==> src/rtl/rtcbcd_pkg.sv <==
`default_nettype none
// ----------------------------------------------------------------------------
// rtcbcd_pkg: shared types and constants
// Constants, command codes and controller/datapath handshake structs for the
// BCD calendar to seconds converter.
// ----------------------------------------------------------------------------
package rtcbcd_pkg;

  localparam int unsigned SecsPerDay  = 86400;
  localparam int unsigned CenturyDays = 36525;

  // Reciprocal of 675 scaled by 2^35; with the count shifted right by 7 this
  // gives the exact day number for any 32-bit count.
  localparam logic [25:0] DayRecip = 26'd50903317;
  // Reciprocal of 7 scaled by 2^12, exact for day-of-year values below 512.
  localparam logic [9:0]  WeekRecip = 10'd586;

  // Command codes carried in the input beat.
  localparam logic CmdToCal  = 1'b0;
  localparam logic CmdToSecs = 1'b1;

  // Controller to datapath commands.
  typedef struct packed {
    logic load;      // capture input beat and start
    logic day_step;  // one step of the day number split
    logic tod_step;  // one step splitting the time of day
    logic year_step; // one year walk step
    logic mon_step;  // one month walk step
    logic fin_step;  // one final assembly step
    logic finish;    // register the result
  } rtcbcd_cmd_t;

  // Datapath to controller status.
  typedef struct packed {
    logic cmd;
    logic div_done;
    logic tod_done;
    logic year_done;
    logic mon_done;
    logic fin_done;
    logic early_out; // range or date error: end the conversion early
  } rtcbcd_sts_t;

  // Plain month length, month 1..12.
  function automatic logic [4:0] month_len(input logic [3:0] m);
    logic [4:0] r;
    unique case (m)
      4'd2:                          r = 5'd28;
      4'd4, 4'd6, 4'd9, 4'd11:       r = 5'd30;
      default:                       r = 5'd31;
    endcase
    return r;
  endfunction

  // Gregorian leap rule on years 2000..2199, given as offset from 2000.
  function automatic logic is_leap(input logic [7:0] yo);
    logic r;
    r = (yo[1:0] == 2'd0) && (yo != 8'd100);
    return r;
  endfunction

  function automatic logic [7:0] to_bcd(input logic [6:0] v);
    logic [3:0] t;
    logic [6:0] u;
    t = 4'd0;
    u = v;
    for (int i = 0; i < 9; i++) begin
      if (u >= 7'd10) begin
        u = u - 7'd10;
        t = t + 4'd1;
      end
    end
    return {t, u[3:0]};
  endfunction

  function automatic logic [7:0] from_bcd(input logic [7:0] v);
    logic [7:0] r;
    r = ({4'd0, v[7:4]} << 3) + ({4'd0, v[7:4]} << 1) + {4'd0, v[3:0]};
    return r;
  endfunction

endpackage
`default_nettype wire

==> src/rtl/rtcbcd_if.sv <==
`default_nettype none
// ----------------------------------------------------------------------------
// rtcbcd_in_if / rtcbcd_out_if: valid/ready channels
// Input and result channels of the converter with their payload.
// ----------------------------------------------------------------------------
interface rtcbcd_in_if;
  logic        valid;
  logic        ready;
  logic        command;
  logic [31:0] count_seconds;
  logic [7:0]  second_code;
  logic [7:0]  minute_code;
  logic [7:0]  hour_code;
  logic [7:0]  day_code;
  logic [7:0]  month_code;
  logic [7:0]  year_code;
  modport source (output valid, command, count_seconds, second_code, minute_code,
                  hour_code, day_code, month_code, year_code, input ready);
  modport sink (input valid, command, count_seconds, second_code, minute_code,
                hour_code, day_code, month_code, year_code, output ready);
endinterface

interface rtcbcd_out_if;
  logic        valid;
  logic        ready;
  logic [32:0] total_seconds;
  logic [6:0]  out_second;
  logic [6:0]  out_minute;
  logic [5:0]  out_hour;
  logic [5:0]  out_day;
  logic [4:0]  out_month;
  logic [7:0]  out_year;
  logic [2:0]  out_weekday;
  logic        date_invalid;
  logic        range_error;
  modport source (output valid, total_seconds, out_second, out_minute, out_hour,
                  out_day, out_month, out_year, out_weekday, date_invalid,
                  range_error, input ready);
  modport sink (input valid, total_seconds, out_second, out_minute, out_hour,
                out_day, out_month, out_year, out_weekday, date_invalid,
                range_error, output ready);
endinterface
`default_nettype wire

==> src/rtl/rtcbcd_dp.sv <==
`default_nettype none
// ----------------------------------------------------------------------------
// rtcbcd_dp: converter datapath
// Reciprocal multiply for the day number and the weekday, subtractive
// time-of-day split, year and month walks, and the shift-add accumulation of the seconds count.
// ----------------------------------------------------------------------------
module rtcbcd_dp (
  input  wire logic               clk,
  input  wire rtcbcd_pkg::rtcbcd_cmd_t cmd,
  output rtcbcd_pkg::rtcbcd_sts_t sts,
  input  wire logic               in_command,
  input  wire logic [31:0]        in_count_seconds,
  input  wire logic [7:0]         in_second_code,
  input  wire logic [7:0]         in_minute_code,
  input  wire logic [7:0]         in_hour_code,
  input  wire logic [7:0]         in_day_code,
  input  wire logic [7:0]         in_month_code,
  input  wire logic [7:0]         in_year_code,
  output logic [32:0]             res_total,
  output logic [6:0]              res_second,
  output logic [6:0]              res_minute,
  output logic [5:0]              res_hour,
  output logic [5:0]              res_day,
  output logic [4:0]              res_month,
  output logic [7:0]              res_year,
  output logic [2:0]              res_weekday,
  output logic                    res_invalid,
  output logic                    res_range
);

  logic        cmd_r;
  logic [31:0] quo_r;      // seconds count, then the day number
  logic [16:0] rem_r;      // time of day
  logic [5:0]  cnt_r;      // step counter
  logic [15:0] days_r;     // day number (to calendar) or day total (to seconds)
  logic [2:0]  wday_r;     // weekday of January 1 of the walked year
  logic [2:0]  wmod_r;     // day of year mod 7
  logic [7:0]  yr_r;       // year offset being walked
  logic [3:0]  mon_r;
  logic [5:0]  hh_r, mm_r, ss_r;
  logic [7:0]  sec_in_r, min_in_r, hr_in_r, day_in_r, mon_in_r, yr_in_r;
  logic        bad_r;
  logic [32:0] acc_r;

  logic [50:0] day_prod;
  logic [17:0] wk_prod;
  logic [5:0]  wk_quo;
  logic [8:0]  wk_rem;
  logic [8:0]  ylen;
  logic [4:0]  mlen;
  logic        leap;
  logic [3:0]  dmod;
  logic [2:0]  wd_final;

  always_comb begin
    // Day number = ((count >> 7) * DayRecip) >> 35.
    day_prod = 51'(quo_r[31:7]) * 51'(rtcbcd_pkg::DayRecip);
    // Day of year mod 7 through the reciprocal of 7.
    wk_prod  = 18'(days_r[8:0]) * 18'(rtcbcd_pkg::WeekRecip);
    wk_quo   = wk_prod[17:12];
    wk_rem   = days_r[8:0] - ({3'd0, wk_quo} * 9'd7);
    leap  = rtcbcd_pkg::is_leap(yr_r);
    ylen  = leap ? 9'd366 : 9'd365;
    mlen  = rtcbcd_pkg::month_len(mon_r) + {4'd0, (mon_r == 4'd2) && leap};
  end

  // Main sequencing datapath.
  always_ff @(posedge clk) begin
    if (cmd.load) begin
      cmd_r    <= in_command;
      quo_r    <= in_count_seconds;
      rem_r    <= '0;
      cnt_r    <= '0;
      days_r   <= '0;
      wday_r   <= 3'd6;
      yr_r     <= '0;
      mon_r    <= 4'd1;
      hh_r     <= '0;
      mm_r     <= '0;
      ss_r     <= '0;
      acc_r    <= '0;
      sec_in_r <= rtcbcd_pkg::from_bcd(in_second_code);
      min_in_r <= rtcbcd_pkg::from_bcd(in_minute_code);
      hr_in_r  <= rtcbcd_pkg::from_bcd(in_hour_code);
      day_in_r <= rtcbcd_pkg::from_bcd(in_day_code);
      mon_in_r <= rtcbcd_pkg::from_bcd(in_month_code);
      yr_in_r  <= rtcbcd_pkg::from_bcd(in_year_code);
      bad_r    <= 1'b0;
    end else if (cmd.day_step) begin
      // First the day number, then the time of day as the count minus
      // whole days, taken modulo 2^17 since it lies below 86400.
      if (cnt_r == 6'd0) begin
        quo_r <= {16'd0, day_prod[50:35]};
        rem_r <= quo_r[16:0];
        cnt_r <= 6'd1;
      end else begin
        rem_r <= rem_r - (quo_r[16:0] * 17'(rtcbcd_pkg::SecsPerDay));
        cnt_r <= 6'd32;
      end
    end else if (cmd.tod_step) begin
      // Range check, then time of day split by subtraction, hours, minutes, seconds.
      if (cnt_r == 6'd32) begin
        days_r <= quo_r[15:0];
        bad_r  <= quo_r >= 32'(rtcbcd_pkg::CenturyDays);
        cnt_r  <= 6'd33;
      end else if (rem_r >= 17'd3600) begin
        rem_r <= rem_r - 17'd3600;
        hh_r  <= hh_r + 6'd1;
      end else if (rem_r >= 17'd60) begin
        rem_r <= rem_r - 17'd60;
        mm_r  <= mm_r + 6'd1;
      end else begin
        ss_r  <= rem_r[5:0];
        cnt_r <= 6'd34;
      end
    end else if (cmd.year_step) begin
      if (!cmd_r) begin
        // Weekday advances by the year length mod 7 along the walk.
        if (days_r >= {7'd0, ylen}) begin
          days_r <= days_r - {7'd0, ylen};
          yr_r   <= yr_r + 8'd1;
          if (leap) wday_r <= (wday_r >= 3'd5) ? wday_r - 3'd5 : wday_r + 3'd2;
          else wday_r <= (wday_r == 3'd6) ? 3'd0 : wday_r + 3'd1;
        end else begin
          wmod_r <= wk_rem[2:0];
          cnt_r  <= 6'd35;
        end
      end else begin
        if (cnt_r == 6'd0) begin
          // Load input year and month for the month length, range check, then walk years.
          yr_r  <= yr_in_r;
          mon_r <= mon_in_r[3:0];
          cnt_r <= 6'd1;
        end else if (cnt_r == 6'd1) begin
          bad_r <= (mon_in_r < 8'd1) || (mon_in_r > 8'd12) || (day_in_r < 8'd1) ||
                   (day_in_r > {3'd0, mlen}) || (hr_in_r > 8'd23) ||
                   (min_in_r > 8'd59) || (sec_in_r > 8'd59);
          yr_r  <= '0;
          mon_r <= 4'd1;
          cnt_r <= 6'd2;
        end else if (yr_r != yr_in_r) begin
          days_r <= days_r + {7'd0, ylen};
          yr_r   <= yr_r + 8'd1;
        end else begin
          cnt_r <= 6'd35;
        end
      end
    end else if (cmd.mon_step) begin
      if (!cmd_r) begin
        if (mon_r != 4'd12 && days_r >= {11'd0, mlen}) begin
          days_r <= days_r - {11'd0, mlen};
          mon_r  <= mon_r + 4'd1;
        end else begin
          cnt_r <= 6'd36;
        end
      end else begin
        if (mon_r != mon_in_r[3:0]) begin
          days_r <= days_r + {11'd0, mlen};
          mon_r  <= mon_r + 4'd1;
        end else begin
          days_r <= days_r + {8'd0, day_in_r} - 16'd1;
          cnt_r  <= 6'd36;
        end
      end
    end else if (cmd.fin_step) begin
      // For a seconds count, shift-add of days by 86400 = 2^16+2^14+2^12+2^8+2^7,
      // then the time of day.
      if (!cmd_r) begin
        cnt_r <= 6'd37;
      end else if (cnt_r == 6'd36) begin
        acc_r <= ({17'd0, days_r} << 16) + ({17'd0, days_r} << 14) +
                 ({17'd0, days_r} << 12);
        cnt_r <= 6'd38;
      end else if (cnt_r == 6'd38) begin
        acc_r <= acc_r + ({17'd0, days_r} << 8) + ({17'd0, days_r} << 7);
        cnt_r <= 6'd39;
      end else begin
        acc_r <= acc_r + 33'(hr_in_r) * 33'd3600 + 33'(min_in_r) * 33'd60 +
                 33'(sec_in_r);
        cnt_r <= 6'd37;
      end
    end
  end

  // Weekday: January 1 weekday plus the day of year mod 7, folded once.
  always_comb begin
    dmod     = {1'b0, wday_r} + {1'b0, wmod_r};
    wd_final = (dmod >= 4'd7) ? 3'(dmod - 4'd7) : dmod[2:0];
  end

  // Result register.
  always_ff @(posedge clk) begin
    if (cmd.finish) begin
      res_total   <= '0;
      res_second  <= '0;
      res_minute  <= '0;
      res_hour    <= '0;
      res_day     <= '0;
      res_month   <= '0;
      res_year    <= '0;
      res_weekday <= '0;
      res_invalid <= 1'b0;
      res_range   <= 1'b0;
      if (!cmd_r) begin
        if (bad_r) begin
          res_range <= 1'b1;
        end else begin
          res_second  <= 7'(rtcbcd_pkg::to_bcd(7'(ss_r)));
          res_minute  <= 7'(rtcbcd_pkg::to_bcd(7'(mm_r)));
          res_hour    <= 6'(rtcbcd_pkg::to_bcd(7'(hh_r)));
          res_day     <= 6'(rtcbcd_pkg::to_bcd(7'(days_r[4:0]) + 7'd1));
          res_month   <= 5'(rtcbcd_pkg::to_bcd(7'(mon_r)));
          res_year    <= rtcbcd_pkg::to_bcd(yr_r[6:0]);
          res_weekday <= wd_final;
        end
      end else if (bad_r) begin
        res_invalid <= 1'b1;
      end else begin
        res_total <= acc_r;
      end
    end
  end

  assign sts.cmd       = cmd_r;
  assign sts.div_done  = (cnt_r == 6'd32);
  assign sts.tod_done  = (cnt_r == 6'd34);
  assign sts.year_done = (cnt_r == 6'd35);
  assign sts.mon_done  = (cnt_r == 6'd36);
  assign sts.fin_done  = (cnt_r == 6'd37);
  assign sts.early_out = bad_r;

endmodule
`default_nettype wire

==> src/rtl/rtcbcd_ctrl.sv <==
`default_nettype none
// ----------------------------------------------------------------------------
// rtcbcd_ctrl: converter controller
// Sequences the datapath phases and runs the input and result handshakes.
// ----------------------------------------------------------------------------
module rtcbcd_ctrl (
  input  wire logic               clk,
  input  wire logic               rst_n,
  input  wire logic               in_valid,
  output logic                    in_ready,
  output logic                    out_valid,
  input  wire logic               out_ready,
  output rtcbcd_pkg::rtcbcd_cmd_t cmd,
  input  wire rtcbcd_pkg::rtcbcd_sts_t sts
);

  typedef enum logic [2:0] {
    ST_IDLE, ST_DIV, ST_TOD, ST_YEAR, ST_MON, ST_FIN, ST_OUT
  } state_t;

  state_t state_r, state_nxt;
  logic   out_valid_r, out_valid_nxt;

  // Next state and commands.
  always_comb begin
    state_nxt     = state_r;
    out_valid_nxt = out_valid_r;
    cmd           = '0;
    unique case (state_r)
      ST_IDLE: begin
        if (in_valid) begin
          cmd.load  = 1'b1;
          state_nxt = ST_DIV;
        end
      end
      ST_DIV: begin
        if (sts.cmd) state_nxt = ST_YEAR;
        else if (sts.div_done) state_nxt = ST_TOD;
        else cmd.day_step = 1'b1;
      end
      ST_TOD: begin
        if (sts.tod_done) state_nxt = sts.early_out ? ST_OUT : ST_YEAR;
        else cmd.tod_step = 1'b1;
        if (sts.tod_done && sts.early_out) cmd.finish = 1'b1;
      end
      ST_YEAR: begin
        if (sts.year_done) begin
          if (sts.early_out) begin
            cmd.finish = 1'b1;
            state_nxt  = ST_OUT;
          end else begin
            state_nxt = ST_MON;
          end
        end else begin
          cmd.year_step = 1'b1;
        end
      end
      ST_MON: begin
        if (sts.mon_done) state_nxt = ST_FIN;
        else cmd.mon_step = 1'b1;
      end
      ST_FIN: begin
        if (sts.fin_done) begin
          cmd.finish = 1'b1;
          state_nxt  = ST_OUT;
        end else begin
          cmd.fin_step = 1'b1;
        end
      end
      ST_OUT: begin
        if (out_ready || !out_valid_r) state_nxt = ST_IDLE;
      end
      default: state_nxt = ST_IDLE;
    endcase
    if (cmd.finish) out_valid_nxt = 1'b1;
    else if (out_ready) out_valid_nxt = 1'b0;
  end

  // State and registered valid.
  always_ff @(posedge clk) begin
    if (!rst_n) begin
      state_r     <= ST_IDLE;
      out_valid_r <= 1'b0;
    end else begin
      state_r     <= state_nxt;
      out_valid_r <= out_valid_nxt;
    end
  end

  // A new beat is taken once the previous result has left.
  assign in_ready  = (state_r == ST_IDLE) && !out_valid_r;
  assign out_valid = out_valid_r;

`ifndef SYNTH
  a_ready_idle: assert property (@(posedge clk) disable iff (!rst_n)
    in_ready |-> !out_valid) else $error("ready while result pending");
  a_load_idle: assert property (@(posedge clk) disable iff (!rst_n)
    cmd.load |=> state_r == ST_DIV) else $error("load did not start");
  a_finish_valid: assert property (@(posedge clk) disable iff (!rst_n)
    cmd.finish |=> out_valid) else $error("finish without valid");
`endif

endmodule
`default_nettype wire

==> src/rtl/rtc_bcd_calendar_seconds_converter.sv <==
`default_nettype none
// ----------------------------------------------------------------------------
// rtc_bcd_calendar_seconds_converter: BCD calendar <-> seconds since 2000
// Run time is set by the year and month walks and, to calendar, the time-of-day split.
// One beat at a time; the next beat can be taken in the cycle after the result leaves.
// Reset is synchronous, active low, and clears the controller only.
// ----------------------------------------------------------------------------
module rtc_bcd_calendar_seconds_converter (
  input wire logic clk,
  input wire logic rst_n,
  rtcbcd_in_if.sink    in_ch,
  rtcbcd_out_if.source out_ch
);

  rtcbcd_pkg::rtcbcd_cmd_t cmd;
  rtcbcd_pkg::rtcbcd_sts_t sts;
  logic in_ready;
  logic load_ok;

  assign in_ch.ready = in_ready;
  assign load_ok = in_ready;

  rtcbcd_ctrl u_ctrl (
    .clk       (clk),
    .rst_n     (rst_n),
    .in_valid  (in_ch.valid && load_ok),
    .in_ready  (in_ready),
    .out_valid (out_ch.valid),
    .out_ready (out_ch.ready),
    .cmd       (cmd),
    .sts       (sts)
  );

  rtcbcd_dp u_dp (
    .clk              (clk),
    .cmd              (cmd),
    .sts              (sts),
    .in_command       (in_ch.command),
    .in_count_seconds (in_ch.count_seconds),
    .in_second_code   (in_ch.second_code),
    .in_minute_code   (in_ch.minute_code),
    .in_hour_code     (in_ch.hour_code),
    .in_day_code      (in_ch.day_code),
    .in_month_code    (in_ch.month_code),
    .in_year_code     (in_ch.year_code),
    .res_total        (out_ch.total_seconds),
    .res_second       (out_ch.out_second),
    .res_minute       (out_ch.out_minute),
    .res_hour         (out_ch.out_hour),
    .res_day          (out_ch.out_day),
    .res_month        (out_ch.out_month),
    .res_year         (out_ch.out_year),
    .res_weekday      (out_ch.out_weekday),
    .res_invalid      (out_ch.date_invalid),
    .res_range        (out_ch.range_error)
  );

endmodule
`default_nettype wire
==> src/flat_wrapper.sv <==
// flat-port wrapper written by rule: the top's interface ports become plain ports
module rtc_bcd_calendar_seconds_converter_flat 
  (clk, rst_n, in_ch_valid, in_ch_command, in_ch_count_seconds, in_ch_second_code, in_ch_minute_code, in_ch_hour_code, in_ch_day_code, in_ch_month_code, in_ch_year_code, in_ch_ready, out_ch_valid, out_ch_total_seconds, out_ch_out_second, out_ch_out_minute, out_ch_out_hour, out_ch_out_day, out_ch_out_month, out_ch_out_year, out_ch_out_weekday, out_ch_date_invalid, out_ch_range_error, out_ch_ready);
  rtcbcd_in_if in_ch_i ();
  rtcbcd_out_if out_ch_i ();
  input wire logic clk;
  input wire logic rst_n;
  input wire logic [$bits(in_ch_i.valid)-1:0] in_ch_valid;
  input wire logic [$bits(in_ch_i.command)-1:0] in_ch_command;
  input wire logic [$bits(in_ch_i.count_seconds)-1:0] in_ch_count_seconds;
  input wire logic [$bits(in_ch_i.second_code)-1:0] in_ch_second_code;
  input wire logic [$bits(in_ch_i.minute_code)-1:0] in_ch_minute_code;
  input wire logic [$bits(in_ch_i.hour_code)-1:0] in_ch_hour_code;
  input wire logic [$bits(in_ch_i.day_code)-1:0] in_ch_day_code;
  input wire logic [$bits(in_ch_i.month_code)-1:0] in_ch_month_code;
  input wire logic [$bits(in_ch_i.year_code)-1:0] in_ch_year_code;
  output wire logic [$bits(in_ch_i.ready)-1:0] in_ch_ready;
  output wire logic [$bits(out_ch_i.valid)-1:0] out_ch_valid;
  output wire logic [$bits(out_ch_i.total_seconds)-1:0] out_ch_total_seconds;
  output wire logic [$bits(out_ch_i.out_second)-1:0] out_ch_out_second;
  output wire logic [$bits(out_ch_i.out_minute)-1:0] out_ch_out_minute;
  output wire logic [$bits(out_ch_i.out_hour)-1:0] out_ch_out_hour;
  output wire logic [$bits(out_ch_i.out_day)-1:0] out_ch_out_day;
  output wire logic [$bits(out_ch_i.out_month)-1:0] out_ch_out_month;
  output wire logic [$bits(out_ch_i.out_year)-1:0] out_ch_out_year;
  output wire logic [$bits(out_ch_i.out_weekday)-1:0] out_ch_out_weekday;
  output wire logic [$bits(out_ch_i.date_invalid)-1:0] out_ch_date_invalid;
  output wire logic [$bits(out_ch_i.range_error)-1:0] out_ch_range_error;
  input wire logic [$bits(out_ch_i.ready)-1:0] out_ch_ready;
  assign in_ch_i.valid = in_ch_valid;
  assign in_ch_i.command = in_ch_command;
  assign in_ch_i.count_seconds = in_ch_count_seconds;
  assign in_ch_i.second_code = in_ch_second_code;
  assign in_ch_i.minute_code = in_ch_minute_code;
  assign in_ch_i.hour_code = in_ch_hour_code;
  assign in_ch_i.day_code = in_ch_day_code;
  assign in_ch_i.month_code = in_ch_month_code;
  assign in_ch_i.year_code = in_ch_year_code;
  assign in_ch_ready = in_ch_i.ready;
  assign out_ch_valid = out_ch_i.valid;
  assign out_ch_total_seconds = out_ch_i.total_seconds;
  assign out_ch_out_second = out_ch_i.out_second;
  assign out_ch_out_minute = out_ch_i.out_minute;
  assign out_ch_out_hour = out_ch_i.out_hour;
  assign out_ch_out_day = out_ch_i.out_day;
  assign out_ch_out_month = out_ch_i.out_month;
  assign out_ch_out_year = out_ch_i.out_year;
  assign out_ch_out_weekday = out_ch_i.out_weekday;
  assign out_ch_date_invalid = out_ch_i.date_invalid;
  assign out_ch_range_error = out_ch_i.range_error;
  assign out_ch_i.ready = out_ch_ready;
  rtc_bcd_calendar_seconds_converter u_core (.clk(clk), .rst_n(rst_n), .in_ch(in_ch_i), .out_ch(out_ch_i));
endmodule
==> config.mk <==
export PLATFORM = sky130hd
export DESIGN_NAME = rtc_bcd_calendar_seconds_converter_flat
export DESIGN_NICKNAME = d
export VERILOG_FILES = /design/src/rtl/rtcbcd_pkg.sv /design/src/rtl/rtcbcd_if.sv /design/src/rtl/rtcbcd_dp.sv /design/src/rtl/rtcbcd_ctrl.sv /design/src/rtl/rtc_bcd_calendar_seconds_converter.sv /design/src/flat_wrapper.sv
export SDC_FILE = /design/constraint.sdc
export NUM_CORES = 2
export LEC_CHECK = 0
export ABC_AREA = 1
export BUFFER_PORTS_ARGS = -buffer_cell sky130_fd_sc_hd__buf_2
export CAP_MARGIN = 20
export CORE_ASPECT_RATIO = 1.2
export CORE_MARGIN = 3
export CORE_UTILIZATION = 55
export CTS_CLUSTER_DIAMETER = 120
export DETAILED_ROUTE_END_ITERATION = 6
export PLACE_DENSITY = 0.72
export SLEW_MARGIN = 20
export SYNTH_ARGS = -nofsm -noshare
export SYNTH_HDL_FRONTEND = slang
export SYNTH_SLANG_ARGS = --single-unit
==> constraint.sdc <==
create_clock -name clk -period 14.3 [get_ports clk]
set_input_delay 2.145 -clock clk [delete_from_list [all_inputs] [get_ports clk]]
set_output_delay 2.145 -clock clk [all_outputs]
set_load 0.02 [all_outputs]
==> flow_summary.ini <==
[sta]
relSlewSlack = 0.3119
fin_crit_ps = 9272
min_period_over_period = 0.6484
rsz0062_at_grt = no
tightestPinTransition_ps = 1031
fin_skew_ps = 23.17
fin_ws_ps = 5028
finalSetupViolCount = 0
tns_ps = 0
report.final.slew_viol_count = 0
hold_viol = 0
max_freq_mhz = 107.9

[clock_network]
clock_latency_ps = 600
clk_pin_slew_ps = 70
postCtsSetupRepairBufs = 0
ctsHtreeMaxLevel = 2
clockBufferDepth = 3
clock_sinks = 269
post_cts_resized = 0
postCtsHoldBufs = 0
clockRootBuffer = clkbuf_16
cts_made_buffers = 36
cts_tree = done

[place]
io_buffers = 163
place.gp.congestion = 0.9100
pre_cts_ws_ps = 5064
dp_hpwl_um = 84620

[global_route]
grt_pass1_vias = 36750
grt_usage = 0.2520
grt_max_degree = 81
grt_pass1_wl_um = 175000
grt_antenna_before_repair = 1
overflow = 0

[routing]
avgRoutedWirePerCell_um = 15.17
drtIter0Drc = 1802
dr.pass1.iters = 7
drc_errors = 0
drt_wl_total_um = 105000
vias = 37040
via_per_inst = 5.354
ant_nets = 0

[setup_path]
end_kind = flip-flop
cp-start-kind = flip-flop
ff2ff_path_depth = 66
crit_fanout = 21
cpMostUsedCell = nand2_1
arrival_ps = 9700
r2r-end = u_core.u_dp.res_day[1]
reg2reg_from = u_core.u_dp.days_r[4]
path_class = flip-flop to flip-flop
crit_path_top_delay_cell = dfxtp_1
max_stage_delay_ps = 1000
ff2ff_setup_slack_ps = 5030
cp.required_ps = 14730

[synth]
ys_ff_latch = 269
synthTopCellsByArea = ha_1, fa_1, edfxtp_1
syn_area_per_cell_um2 = 7.713
synth_edf_count = 161
ys_types = 81
ys.flop_type = edfxtp_1
yosysSeqAreaShare = 0.1591
yosys_warnings = 0
async_flop_share = 0
syn_nets = 6836
yosys.area.top_type_share = 0.2193
yosys.area.top_type = ha_1
synth_area_um2 = 43980
syn_inst = 5702

[floorplan]
rows = 112
core-area_um2 = 78480
floorplan.initialDensity = 0.5605
die_area_um2 = 83410
io_pins = 164
fp.dieW_um = 264.1
die-height_um = 315.8

[final_layout]
utilization = 0.6018
multiInputGateArea_um2 = 32630
drive_above_1_share = 0.1161
num-fill-cells = 7174
area_delta_synth_final_pct = 7.374
regArea_um2 = 6997
final_nets = 6998

[min_path]
hold_path_startpoint = u_core.u_dp.acc_r[0]
holdPathStages = 2
holdPathEnd = u_core.u_dp.acc_r[0]
hold_class = flip-flop to flip-flop

[outcome]
run_status = finished, final reports clean

[job]
max_cap_violations = 0
## registers in the layout, indices dropped and copies added, names as in the netlist, 7 cells and up
name                    count
u_core.u_dp.res_total      33
u_core.u_dp.days_r         16
u_core.u_dp.day_in_r        8
u_core.u_dp.rem_r          17
u_core.u_dp.acc_r          33
u_core.u_dp.yr_r            8
u_core.u_dp.res_year        8
u_core.u_dp.res_minute      7
u_core.u_dp.yr_in_r         8
u_core.u_dp.quo_r          32
u_core.u_dp.mon_in_r        8
u_core.u_dp.hr_in_r         8
u_core.u_dp.min_in_r        8
u_core.u_dp.sec_in_r        8
u_core.u_dp.res_second      7
## cell usage in the layout, fill, tap and decap left out, types with 28 or more instances in the layout
master        n
nand2_1    1059
inv_1      1007
ha_1        771
nor2_1      355
a21oi_1     308
nand3_1     278
fa_1        278
o21ai_0     262
buf_2       163
edfxtp_1    161
xor2_1      131
nand2_2     126
dfxtp_1     108
nand4_1      69
xnor2_1      69
inv_2        61
nor3_1       51
a31oi_1      50
nand3_2      41
clkbuf_16    36
nor2_4       34
nor2_2       33
buf_4        32
nand2_4      30
o211ai_1     28
## Yosys cell counts, drive strengths merged (4+ instances only)
library cell  instances
clkinv                9
or2                  28
nand3b               21
o21bai               16
a31oi                50
clkbuf               56
nand4                74
a22oi                 8
fa                  278
a211oi               20
o22ai                13
a21oi               324
ha                  771
nor3                 51
o221ai                9
xnor2                70
a21boi                9
a21o                  9
o21a                 14
mux2                  4
nand3               331
o21ai               305
o311ai                7
a221oi               15
buf                  16
and2                  7
nor4                  8
xor2                141
edfxtp              161
dfxtp               108
o211ai               29
inv                1070
o31ai                 6
nor2                427
nand2              1216
## logic make-up after synthesis
| kind of cell | synth area share |
|---|---|
| AND/OR/NAND/NOR | 0.2358 |
| buffers and inverters | 0.09943 |
| multiplexers | 0.001024 |
| AO/OA/AOI/OAI | 0.1141 |
| adder cells (fa/ha/maj) | 0.3459 |
| flip-flops | 0.1591 |
| XOR/XNOR | 0.04466 |
## how the worst max path moves through the flow
stage,start,slack (ps),cells after the start,end
final,u_core.u_dp.days_r[4],5030,66,u_core.u_dp.res_day[1]
after global routing,u_core.u_dp.mon_r[1],3990,68,u_core.u_dp.res_month[2]
after CTS,u_core.u_dp.days_r[4],5040,66,u_core.u_dp.res_day[1]
after detailed placement,u_core.u_dp.days_r[4],5060,66,u_core.u_dp.res_day[1]
after global placement,u_core.u_dp.days_r[4],5390,65,u_core.u_dp.res_day[2]
after floorplan,u_core.u_dp.days_r[1],6050,74,u_core.u_dp.res_day[2]
## per-layer routing
metal	track usage	wire (um)
met3	0.02848	4726
met1	0.3053	44310
met4	0.08801	3745
met5	0	0
met2	0.4620	52190
## cell type report
cell class | instances | share of cell area
diodes | 2 | 0.0001060
clock inverters | 16 | 0.003789
well taps | 1026 | 0.02718
inverters | 1079 | 0.08597
multi-input cells | 4282 | 0.6910
clock buffers | 48 | 0.02088
repair buffers | 196 | 0.02294
flip-flops and latches | 269 | 0.1482
## critical path, delay by kind of cell (launching register included)
family	cells	cell delay (ps)
xor+xnor	1	190
flops	1	1000
compound gates	2	290
buf+inv	10	730
simple gates	44	5100
fa+ha+maj	9	1780
## stage by stage
step	cell area, um2	cells	hold slack, ps
after detailed placement	46030	6851	479.3
after CTS	47190	6915	492.2
final	47230	6918	487.0
after floorplan	43980	5702	457.7
after global routing	47220	6917	536.0
after global placement	46030	6851	471.5
Power is not shown: default switching activity piles up to over one toggle a cycle in this logic, so the estimate is an artifact.
